<file path="src/design/ertml_pkg.sv">
// ----------------------------------------------------------------------------
// ertml_pkg: shared constants and types of the echo range trimmed mean level
// Sample batch geometry, distance conversion constants, divider widths and
// the request/response bundles of the shared divider.
// ----------------------------------------------------------------------------
package ertml_pkg;

   localparam int SAMPLES  = 10;
   localparam int TRIM     = 2;
   localparam int TRIM_EFF = (2 * TRIM >= SAMPLES) ? (SAMPLES - 1) / 2 : TRIM;
   localparam int KEPT     = SAMPLES - 2 * TRIM_EFF;

   localparam int ECHO_W = 20;
   localparam int DIST_W = 16;
   localparam int CM_W   = 8;
   localparam int PCT_W  = 7;

   localparam int CM_SCALE   = 10;
   localparam int CM_DIVISOR = 291;
   localparam int CM_LIMIT   = 200;
   localparam int CONV_LIMIT = CM_LIMIT * CM_DIVISOR;
   localparam int PCT_FULL   = 100;

   localparam int IDX_W  = $clog2(SAMPLES);
   localparam int SUM_W  = $clog2(SAMPLES * CM_LIMIT);
   localparam int PROD_W = ECHO_W + 3;
   localparam int DIFF_W = DIST_W + 1;
   localparam int NUM_W  = DIFF_W + 7;

   localparam int DIV_NUM_W  = 22;
   localparam int DIV_DEN_W  = 16;
   localparam int DIV_Q_W    = 8;
   localparam int DIV_STEP_W = $clog2(DIV_Q_W);
   localparam int DVS_W      = DIV_DEN_W + DIV_Q_W - 1;
   localparam int TOP_W      = DIV_DEN_W + DIV_Q_W;

   localparam int CSR_IDX_W = 1;
   localparam logic [CSR_IDX_W-1:0] CSR_EMPTY = CSR_IDX_W'(0);
   localparam logic [CSR_IDX_W-1:0] CSR_FULL  = CSR_IDX_W'(1);

   typedef struct packed {
      logic                 start;
      logic [DIV_NUM_W-1:0] dividend;
      logic [DIV_DEN_W-1:0] divisor;
   } div_req_type;

   typedef struct packed {
      logic               done;
      logic [DIV_Q_W-1:0] quotient;
   } div_rsp_type;

endpackage

</file>
<file path="src/design/ertml_div.sv">
// ----------------------------------------------------------------------------
// ertml_div: shared restoring divider
// One quotient bit per cycle, MSB first; the dividend must stay below
// divisor * 2**DIV_Q_W. A one-cycle done pulse marks the quotient.
// ----------------------------------------------------------------------------
module ertml_div import ertml_pkg::*; (
   input  logic        clock,
   input  logic        reset,
   input  div_req_type div_req,
   output div_rsp_type div_rsp
);

   logic                  run_ff, run_in;
   logic                  done_ff, done_in;
   logic [DIV_STEP_W-1:0] step_ff, step_in;
   logic [DIV_NUM_W-1:0]  rem_ff, rem_in;
   logic [DVS_W-1:0]      dvs_ff, dvs_in;
   logic [DIV_Q_W-1:0]    q_ff, q_in;
   logic [DVS_W-1:0]      rem_ext;
   logic [DVS_W-1:0]      rem_sub;
   logic                  ge;

   assign rem_ext = DVS_W'(rem_ff);
   assign ge      = rem_ext >= dvs_ff;
   assign rem_sub = rem_ext - dvs_ff;

   always_comb begin
      run_in  = run_ff;
      done_in = 1'b0;
      step_in = step_ff;
      rem_in  = rem_ff;
      dvs_in  = dvs_ff;
      q_in    = q_ff;
      if (div_req.start) begin
         rem_in  = div_req.dividend;
         dvs_in  = DVS_W'(div_req.divisor) << (DIV_Q_W - 1);
         q_in    = '0;
         step_in = DIV_STEP_W'(DIV_Q_W - 1);
         run_in  = 1'b1;
      end else if (run_ff) begin
         if (ge) begin
            rem_in = rem_sub[DIV_NUM_W-1:0];
         end
         q_in    = {q_ff[DIV_Q_W-2:0], ge};
         dvs_in  = dvs_ff >> 1;
         step_in = step_ff - DIV_STEP_W'(1);
         if (step_ff == '0) begin
            run_in  = 1'b0;
            done_in = 1'b1;
         end
      end
   end

   always_ff @(posedge clock) begin
      if (reset) begin
         run_ff  <= 1'b0;
         done_ff <= 1'b0;
      end else begin
         run_ff  <= run_in;
         done_ff <= done_in;
      end
   end

   always_ff @(posedge clock) begin
      step_ff <= step_in;
      rem_ff  <= rem_in;
      dvs_ff  <= dvs_in;
      q_ff    <= q_in;
   end

   assign div_rsp.done     = done_ff;
   assign div_rsp.quotient = q_ff;

endmodule

</file>
<file path="src/design/echo_range_trimmed_mean_level.sv">
// ----------------------------------------------------------------------------
// echo_range_trimmed_mean_level: ultrasonic range trimmed mean and fill level
// Converts echo durations to centimetres, keeps a batch of samples, sorts
// them, averages the middle ones and reports the tank fill percentage.
//
//   channel | ports                           | transfer
//   --------+---------------------------------+-------------------------------
//   request | start, busy, req_echo_duration  | edge with start high, busy low
//   result  | rsp_strobe, rsp_average_cm,     | edge ending the strobe cycle
//           | rsp_fill_percent                |
//   config  | csr_valid, csr_ready, csr_index,| edge with csr_valid, csr_ready
//           | csr_data                        |
//
// An in-range sample holds busy through one setup state, eight divider steps
// and one store; an out-of-range echo skips the divider and is stored at setup.
// The sample that closes a batch adds bubble-sort passes on one comparator,
// a summing pass, the mean division and the fill step, whose division is
// skipped when the fill percentage needs none. The result strobe comes with
// busy low.
// Reset is synchronous and clears count, sequencer and distance registers.
// The receiver cannot stall; each result shows for one cycle.
// ----------------------------------------------------------------------------
module echo_range_trimmed_mean_level import ertml_pkg::*; (
   input  logic                 clock,
   input  logic                 reset,
   input  logic                 start,
   output logic                 busy,
   input  logic [ECHO_W-1:0]    req_echo_duration,
   output logic                 rsp_strobe,
   output logic [CM_W-1:0]      rsp_average_cm,
   output logic [PCT_W-1:0]     rsp_fill_percent,
   input  logic                 csr_valid,
   output logic                 csr_ready,
   input  logic [CSR_IDX_W-1:0] csr_index,
   input  logic [DIST_W-1:0]    csr_data
);

   localparam logic [3:0] ST_IDLE       = 4'd0;
   localparam logic [3:0] ST_CONV       = 4'd1;
   localparam logic [3:0] ST_CONV_WAIT  = 4'd2;
   localparam logic [3:0] ST_SORT       = 4'd3;
   localparam logic [3:0] ST_SUM        = 4'd4;
   localparam logic [3:0] ST_MEAN       = 4'd5;
   localparam logic [3:0] ST_MEAN_WAIT  = 4'd6;
   localparam logic [3:0] ST_FILL_PREP  = 4'd7;
   localparam logic [3:0] ST_FILL_CHECK = 4'd8;
   localparam logic [3:0] ST_FILL_WAIT  = 4'd9;

   logic [3:0]               state_ff, state_in;
   logic [IDX_W-1:0]         cnt_ff, cnt_in;
   logic [IDX_W-1:0]         pos_ff, pos_in;
   logic [IDX_W-1:0]         pass_ff, pass_in;
   logic                     strobe_ff, strobe_in;
   logic signed [DIST_W-1:0] empty_ff, empty_in;
   logic signed [DIST_W-1:0] full_ff, full_in;

   logic [PROD_W-1:0]        x_ff, x_in;
   logic [SUM_W-1:0]         acc_ff, acc_in;
   logic [CM_W-1:0]          avg_ff, avg_in;
   logic signed [NUM_W-1:0]  num_ff, num_in;
   logic [DIV_DEN_W-1:0]     den_ff, den_in;
   logic                     den_zero_ff, den_zero_in;
   logic [PCT_W-1:0]         pct_ff, pct_in;
   logic [CM_W-1:0]          smp_ff [SAMPLES];
   logic [CM_W-1:0]          smp_in [SAMPLES];

   div_req_type              div_req;
   div_rsp_type              div_rsp;

   logic                     shift_en;
   logic                     shift_swap;
   logic                     shift_load;
   logic                     store_go;
   logic [CM_W-1:0]          cm_val;
   logic [CM_W-1:0]          smp_lo;
   logic [CM_W-1:0]          smp_hi;
   logic [CM_W-1:0]          tail_val;
   logic                     in_keep;
   logic [ECHO_W-2:0]        half;
   logic signed [DIFF_W-1:0] diff_s;
   logic signed [DIFF_W-1:0] den_s;
   logic [DIFF_W-1:0]        den_mag;
   logic signed [NUM_W-1:0]  diff_x;
   logic signed [NUM_W-1:0]  num_raw;
   logic [TOP_W-1:0]         den_top;
   logic signed [DIST_W-1:0] avg_s;

   ertml_div u_div (
      .clock   (clock),
      .reset   (reset),
      .div_req (div_req),
      .div_rsp (div_rsp)
   );

   assign busy      = state_ff != ST_IDLE;
   assign csr_ready = 1'b1;

   assign half    = req_echo_duration[ECHO_W-1:1];
   assign smp_lo  = (smp_ff[0] > smp_ff[1]) ? smp_ff[1] : smp_ff[0];
   assign smp_hi  = (smp_ff[0] > smp_ff[1]) ? smp_ff[0] : smp_ff[1];
   assign in_keep = ({1'b0, pos_ff} >= (IDX_W + 1)'(TRIM_EFF)) &&
                    ({1'b0, pos_ff} < (IDX_W + 1)'(SAMPLES - TRIM_EFF));

   assign diff_s  = DIFF_W'(empty_ff) - $signed(DIFF_W'({1'b0, avg_ff}));
   assign den_s   = DIFF_W'(empty_ff) - DIFF_W'(full_ff);
   assign den_mag = den_s[DIFF_W-1] ? DIFF_W'(-den_s) : DIFF_W'(den_s);
   assign diff_x  = NUM_W'(diff_s);
   assign num_raw = diff_x * $signed(NUM_W'(PCT_FULL));
   assign den_top = {den_ff, {DIV_Q_W{1'b0}}};
   assign avg_s   = $signed({{(DIST_W - CM_W){1'b0}}, avg_ff});

   always_comb begin
      empty_in = empty_ff;
      full_in  = full_ff;
      if (csr_valid && csr_ready) begin
         unique case (csr_index)
            CSR_EMPTY: empty_in = $signed(csr_data);
            CSR_FULL:  full_in  = $signed(csr_data);
         endcase
      end
   end

   always_comb begin
      state_in    = state_ff;
      cnt_in      = cnt_ff;
      pos_in      = pos_ff;
      pass_in     = pass_ff;
      strobe_in   = 1'b0;
      x_in        = x_ff;
      acc_in      = acc_ff;
      avg_in      = avg_ff;
      num_in      = num_ff;
      den_in      = den_ff;
      den_zero_in = den_zero_ff;
      pct_in      = pct_ff;
      shift_en    = 1'b0;
      shift_swap  = 1'b0;
      shift_load  = 1'b0;
      store_go    = 1'b0;
      cm_val      = '0;
      div_req     = '0;

      unique case (state_ff)
         ST_IDLE: begin
            if (start) begin
               x_in     = PROD_W'(half) * PROD_W'(CM_SCALE);
               state_in = ST_CONV;
            end
         end
         ST_CONV: begin
            if (x_ff >= PROD_W'(CONV_LIMIT)) begin
               store_go = 1'b1;
            end else begin
               div_req.start    = 1'b1;
               div_req.dividend = x_ff[DIV_NUM_W-1:0];
               div_req.divisor  = DIV_DEN_W'(CM_DIVISOR);
               state_in         = ST_CONV_WAIT;
            end
         end
         ST_CONV_WAIT: begin
            if (div_rsp.done) begin
               store_go = 1'b1;
               cm_val   = div_rsp.quotient[CM_W-1:0];
            end
         end
         ST_SORT: begin
            shift_en   = 1'b1;
            shift_swap = pos_ff != IDX_W'(SAMPLES - 1);
            pos_in     = pos_ff + IDX_W'(1);
            if (pos_ff == IDX_W'(SAMPLES - 1)) begin
               pos_in  = '0;
               pass_in = pass_ff + IDX_W'(1);
               if (pass_ff == IDX_W'(SAMPLES - 2)) begin
                  acc_in   = '0;
                  state_in = ST_SUM;
               end
            end
         end
         ST_SUM: begin
            shift_en = 1'b1;
            pos_in   = pos_ff + IDX_W'(1);
            if (in_keep) begin
               acc_in = acc_ff + SUM_W'(smp_ff[0]);
            end
            if (pos_ff == IDX_W'(SAMPLES - 1)) begin
               pos_in   = '0;
               state_in = ST_MEAN;
            end
         end
         ST_MEAN: begin
            div_req.start    = 1'b1;
            div_req.dividend = DIV_NUM_W'(acc_ff);
            div_req.divisor  = DIV_DEN_W'(KEPT);
            state_in         = ST_MEAN_WAIT;
         end
         ST_MEAN_WAIT: begin
            if (div_rsp.done) begin
               avg_in   = div_rsp.quotient[CM_W-1:0];
               state_in = ST_FILL_PREP;
            end
         end
         ST_FILL_PREP: begin
            num_in      = den_s[DIFF_W-1] ? -num_raw : num_raw;
            den_in      = den_mag[DIV_DEN_W-1:0];
            den_zero_in = den_s == '0;
            state_in    = ST_FILL_CHECK;
         end
         ST_FILL_CHECK: begin
            priority if (den_zero_ff) begin
               pct_in    = (avg_s <= full_ff) ? PCT_W'(PCT_FULL) : '0;
               strobe_in = 1'b1;
               state_in  = ST_IDLE;
            end else if (num_ff <= 0) begin
               pct_in    = '0;
               strobe_in = 1'b1;
               state_in  = ST_IDLE;
            end else if (TOP_W'($unsigned(num_ff)) >= den_top) begin
               pct_in    = PCT_W'(PCT_FULL);
               strobe_in = 1'b1;
               state_in  = ST_IDLE;
            end else begin
               div_req.start    = 1'b1;
               div_req.dividend = num_ff[DIV_NUM_W-1:0];
               div_req.divisor  = den_ff;
               state_in         = ST_FILL_WAIT;
            end
         end
         ST_FILL_WAIT: begin
            if (div_rsp.done) begin
               pct_in    = (div_rsp.quotient > DIV_Q_W'(PCT_FULL)) ?
                           PCT_W'(PCT_FULL) : div_rsp.quotient[PCT_W-1:0];
               strobe_in = 1'b1;
               state_in  = ST_IDLE;
            end
         end
         default: begin
            state_in = ST_IDLE;
         end
      endcase

      if (store_go) begin
         shift_en   = 1'b1;
         shift_load = 1'b1;
         if (cnt_ff == IDX_W'(SAMPLES - 1)) begin
            cnt_in   = '0;
            pos_in   = '0;
            pass_in  = '0;
            state_in = ST_SORT;
         end else begin
            cnt_in   = cnt_ff + IDX_W'(1);
            state_in = ST_IDLE;
         end
      end
   end

   always_comb begin
      priority if (shift_load) begin
         tail_val = cm_val;
      end else if (shift_swap) begin
         tail_val = smp_lo;
      end else begin
         tail_val = smp_ff[0];
      end
      smp_in = smp_ff;
      if (shift_en) begin
         for (int i = 0; i < SAMPLES - 1; i++) begin
            smp_in[i] = smp_ff[i+1];
         end
         smp_in[SAMPLES-1] = tail_val;
         if (shift_swap) begin
            smp_in[0] = smp_hi;
         end
      end
   end

   always_ff @(posedge clock) begin
      if (reset) begin
         state_ff  <= ST_IDLE;
         cnt_ff    <= '0;
         pos_ff    <= '0;
         pass_ff   <= '0;
         strobe_ff <= 1'b0;
         empty_ff  <= '0;
         full_ff   <= '0;
      end else begin
         state_ff  <= state_in;
         cnt_ff    <= cnt_in;
         pos_ff    <= pos_in;
         pass_ff   <= pass_in;
         strobe_ff <= strobe_in;
         empty_ff  <= empty_in;
         full_ff   <= full_in;
      end
   end

   always_ff @(posedge clock) begin
      x_ff        <= x_in;
      acc_ff      <= acc_in;
      avg_ff      <= avg_in;
      num_ff      <= num_in;
      den_ff      <= den_in;
      den_zero_ff <= den_zero_in;
      pct_ff      <= pct_in;
      smp_ff      <= smp_in;
   end

   assign rsp_strobe       = strobe_ff;
   assign rsp_average_cm   = avg_ff;
   assign rsp_fill_percent = pct_ff;

`ifndef NO_ASSERTIONS
   a_accept_busy: assert property (@(posedge clock) disable iff (reset)
      start && !busy |=> busy)
      else $error("accepted transfer did not raise busy");

   a_strobe_pulse: assert property (@(posedge clock) disable iff (reset)
      rsp_strobe |=> !rsp_strobe)
      else $error("result strobe held longer than one cycle");

   a_result_range: assert property (@(posedge clock) disable iff (reset)
      rsp_strobe |-> (rsp_fill_percent <= PCT_W'(PCT_FULL)) &&
                     (rsp_average_cm < CM_W'(CM_LIMIT)))
      else $error("result field out of range");

   a_div_done_wait: assert property (@(posedge clock) disable iff (reset)
      div_rsp.done |-> (state_ff == ST_CONV_WAIT) || (state_ff == ST_MEAN_WAIT) ||
                       (state_ff == ST_FILL_WAIT))
      else $error("divider finished outside a wait state");
`endif

endmodule
</file>
<file path="config.mk">
export PLATFORM = sky130hd
export DESIGN_NAME = echo_range_trimmed_mean_level
export DESIGN_NICKNAME = d
export VERILOG_FILES = /design/src/design/ertml_pkg.sv /design/src/design/ertml_div.sv /design/src/design/echo_range_trimmed_mean_level.sv
export SDC_FILE = /design/constraint.sdc
export NUM_CORES = 1
export LEC_CHECK = 0
export BUFFER_PORTS_ARGS = -buffer_cell sky130_fd_sc_hd__clkbuf_2
export CORE_MARGIN = 1.5
export CORE_UTILIZATION = 45
export CTS_CLUSTER_SIZE = 30
export DETAILED_ROUTE_END_ITERATION = 16
export GPL_TIMING_DRIVEN = 0
export PLACE_DENSITY_LB_ADDON = 0.1
export SYNTH_ARGS = -nofsm -noshare
export SYNTH_HDL_FRONTEND = slang
export SYNTH_HIERARCHICAL = 1
export SYNTH_SLANG_ARGS = --single-unit
</file>
<file path="constraint.sdc">
create_clock -name clock -period 12.9 [get_ports clock]
set_input_delay 3.225 -clock clock [delete_from_list [all_inputs] [get_ports clock]]
set_output_delay 3.225 -clock clock [all_outputs]
set_load 0.005 [all_outputs]
</file>
==> summary.md <==
| Metric | Value |
|---|---|
| Status | complete, no violations |
| Worst Reg2Reg Path Length in Cells | 23 |
| Core Box Area | 37800 um2 |
| DRT met1 WL | 20500 um |
| Hold Path Origin | smp_ff[7]$_DFFE_PP_ |
| Met2 WL | 18400 um |
| Clk buf depth | 3 |
| Peak Freq | 146 MHz |
| # rows | 71 |
| Leakage | 7.87 nW |
| Non-filler cells, final | 2396 |
| Buf/Inv on CP | 2 |
| Slowest stage cell on the critical path | a21boi_0 |
| Clock slew seen by the registers of the worst setup and hold paths | 0.06 ns |
| Synth Flop Type | edfxtp_1 |
| Synthesized cell area | 17400 um2 |
| Die Y | 200 um |
| ANT cells | 0 |
| Initial antenna violation count | 0 |
| Syn Nets | 2007 |
| Worst-path cell chain | inv_1, ha_1, nor2b_1, o21ai_0, a21boi_0, o21ai_0, a21boi_0, nor2_1, a211o_1, xor2_1, ha_1, fa_1, ha_1, ha_1, buf_2, a21o_1, a32o_1, a311oi_1, xnor2_1, or3_1, o41ai_4, xor2_1, xnor2_1 |
| Final Cycle Share | 53.1% |
| Async set-reset flop share out of synthesis | 0% |
| Worst EP required | 13.19 ns |
| Setup TNS | 0 ns |
| Area of the multi-input gates | 9170 um2 |
| CP startpoint | rsp_average_cm[1]$_DFFE_PP_ |
| Register area share after synthesis | 43.3% |
| Synth Area in XOR/XNOR | 6.09% |
| Combinational power share | 40.8% |
| Compound-Gate Fraction of Synth Area | 15.0% |
| Reg-to-reg endpoint | num_ff[23]$_DFFE_PP_ |
| Cell with the most instances after synthesis | nand2_1 |
| Via-to-Cell Ratio | 5.38 |
| Worst-Margin Slew | 1.37 ns |
| Reg2Reg Setup Slack | 6.05 ns |
| Die X | 200 um |
| Initial DRC count | 715 |
| Remaining global-route overflow | 0 |
| Port Buffer Count | 56 |
| Avg Synthesized Cell Area | 9.84 um2 |
| Sequential fraction of design power | 33.3% |
| CP Launch Type | register |
| VDD IR-drop max | 0.000189 V |
| Mux cell area share after synthesis | 1.68% |
| Max-cap violations | 0 |
| Net Switching | 0.00118 W |
| DR top layer | met4 |
| CTS root buf | clkbuf_16 |
| Largest cells by area after synthesis | edfxtp_1 (35%), ha_1 (13%), dfxtp_1 (7.9%), nand2_1 (4.8%), xnor2_1 (3.8%) |
| Unrepaired setup endpoints after global routing | false |
| Setup Skew | 0.0149 ns |
| Pin count of the biggest net entering global routing | 73 |
| IO Count | 59 |
| Post-Synth Adder-Cell Area | 14.8% |
| Clk pwr share | 25.9% |
| Total power | 0.00330 W |
| Gr usage total | 21.2% |
| Final ANT Viol Nets | 0 |
| CTS Buf Count | 31 |
| Clk_lat worst skew | 0.57 ns |
| Vias in the first global route | 12200 |
| Fin area | 19400 um2 |
| Arr. time, crit path | 7.14 ns |
| RR Startpoint | rsp_average_cm[1]$_DFFE_PP_ |
| CTS tree | yes |
| Layout cells sized above 1 | 8.12% |
| HPWL after detailed placement | 33000 um |
| H-tree lvl count | 1 |
| First-pass GRT wire length | 66000 um |
| Routed wire length | 42100 um |
| CP Capture Type | register |
| Pwr dens | 170 nW/um2 |
| Hold WC Path Type | register to register |
| Delay-heaviest family, CP | compound AO/OA/AOI/OAI gates |
| Number of synthesized flops with an enable pin | 205 |
| Register area | 7540 um2 |
| Clock sink count | 274 |
| Fillers | 3546 |
| Netlist cell types | 80 |
| Die ar. | 39900 um2 |
| Post-synthesis cell count | 1769 |
| RePlAce Congestion | 0.933 |
| CP max stage delay | 0.55 ns |
| Slew Viols, Final | 0 |
| #FFs+latches synth | 274 |
| Initial Utilization | 46.0% |
| Simple-gate share of the synthesized area | 15.0% |
| Most Frequent Cell on Critical Path | ha_1 |
| Yosys top cell area share | 35.4% |
| Worst rel slew slack | 8.05% |
| Synth cell count leaders | nand2_1 (223), edfxtp_1 (205), ha_1 (182), inv_1 (131), nor2_1 (130) |
| Hold Path Depth | 0 |
| Synth area leader | edfxtp_1 |
| Wire length on met3 | 2060 um |
| Setup-failing EPs final | 0 |
| Post-CTS Hold Buffers | 0 |
| Yosys warnings | 6 |
| Instance area after placement | 18400 um2 |
| Via Count | 12900 |
| Largest family of logic cells by synthesized area | simple AND/OR/NAND/NOR gates |
| Sw Ratio | 35.9% |
| Postcts setup bufs | 0 |
| Internal Pwr Total | 0.00211 W |
| Final Hold Vio Count | 0 |
| Area growth syn-to-layout | 11.5% |
| DRC errors left | 0 |
| Fin crit period | 6.85 ns |
| CP Max Fanout | 9 |
| Critical path class | register to register |
| Worst Hold Path EP | smp_ff[15]$_DFFE_PP_ |
| Cts repair resizes | 0 |
| Nets | 2100 |
| Routed WL per cell | 17.6 um |
| Placed insts | 2340 |
| First drt pass iteration count | 5 |
==> power by group through the flow <==
stage          clock network [W]  registers, W  logic (W)
2_1_floorplan                  0       0.00110    0.00105
3_3_place_gp                   0       0.00112    0.00130
5_1_grt                 0.000907       0.00110    0.00152
6_report                0.000856       0.00110    0.00134
3_5_place_dp                   0       0.00112    0.00133
4_1_cts                 0.000874       0.00110    0.00134
==> sequential cells by signal, indices dropped and copies added, names as in the netlist, 3 cells and up <==
signal,count
acc_ff,11
cnt_ff,4
den_ff,16
empty_ff,16
full_ff,16
num_ff,22
pass_ff,4
pos_ff,4
rsp_average_cm,8
rsp_fill_percent,7
smp_ff,80
state_ff,4
u_div/dvs_ff,23
u_div/q_ff,8
u_div/rem_ff,22
u_div/step_ff,3
x_ff,22
==> area by class of cell <==
type | instances | area share, %
multi-input cells | 1310 | 47.2
flip-flops and latches | 274 | 38.8
clock buffers | 39 | 4.36
well taps | 511 | 3.29
inverters | 131 | 2.53
repair buffers | 60 | 1.82
plain buffers | 54 | 1.16
clock inverters | 17 | 0.754
==> placed cells by master, fill, tap and decap left out, types with 9 or more instances in the layout <==
| cell type | instances |
|---|---|
| dfxtp_1 | 69 |
| clkbuf_16 | 31 |
| a22oi_1 | 9 |
| ha_1 | 182 |
| inv_1 | 131 |
| nor3_1 | 38 |
| nand2b_1 | 23 |
| o21ai_0 | 103 |
| edfxtp_1 | 205 |
| clkbuf_2 | 57 |
| nor4_1 | 14 |
| nand3_1 | 15 |
| nand2_1 | 223 |
| o21a_1 | 22 |
| a21oi_1 | 111 |
| a21o_1 | 39 |
| xnor2_1 | 76 |
| a31oi_1 | 12 |
| nand4_1 | 15 |
| xor2_1 | 45 |
| fa_1 | 15 |
| and3_1 | 9 |
| nor2b_1 | 26 |
| nor2_1 | 129 |
| o31ai_1 | 10 |
| clkbuf_1 | 41 |
| and2_1 | 28 |
| mux2i_1 | 28 |
==> through the flow <==
step	worst slack (ns)	utilization, %	hold WS (ns)
floorplan	6.89	-	0.400
global placement	6.17	48.4	0.402
detailed placement	6.12	48.7	0.405
CTS	6.06	51.3	0.406
global route	5.59	51.3	0.422
finish	6.05	51.3	0.417
==> worst max-delay path by stage <==
stage	end	slack, ns	depth (start not counted)
floorplan	x_ff[18]$_DFFE_PP_	6.89	12
global placement	num_ff[23]$_DFFE_PP_	6.17	23
detailed placement	num_ff[23]$_DFFE_PP_	6.12	23
CTS	num_ff[23]$_DFFE_PP_	6.06	23
global route	num_ff[23]$_DFFE_PP_	5.59	23
finish	num_ff[23]$_DFFE_PP_	6.05	23
==> layer usage <==
metal	GRT usage, %	up-vias
met5	0	-
met4	6.10	0
met3	3.05	69
met2	33.2	254
met1	30.5	6086
li1	-	6493
==> cells by family (layout without fill, tap and decap cells) <==
logic type      Yosys count  in the layout
other cells               1              1
buf+inv                 185            301
flops                   274            274
compound gates          403            403
simple gates            559            559
fa+ha+maj               197            197
xor+xnor                121            121
mux                      29             29
(Power assumes the default switching activity.)
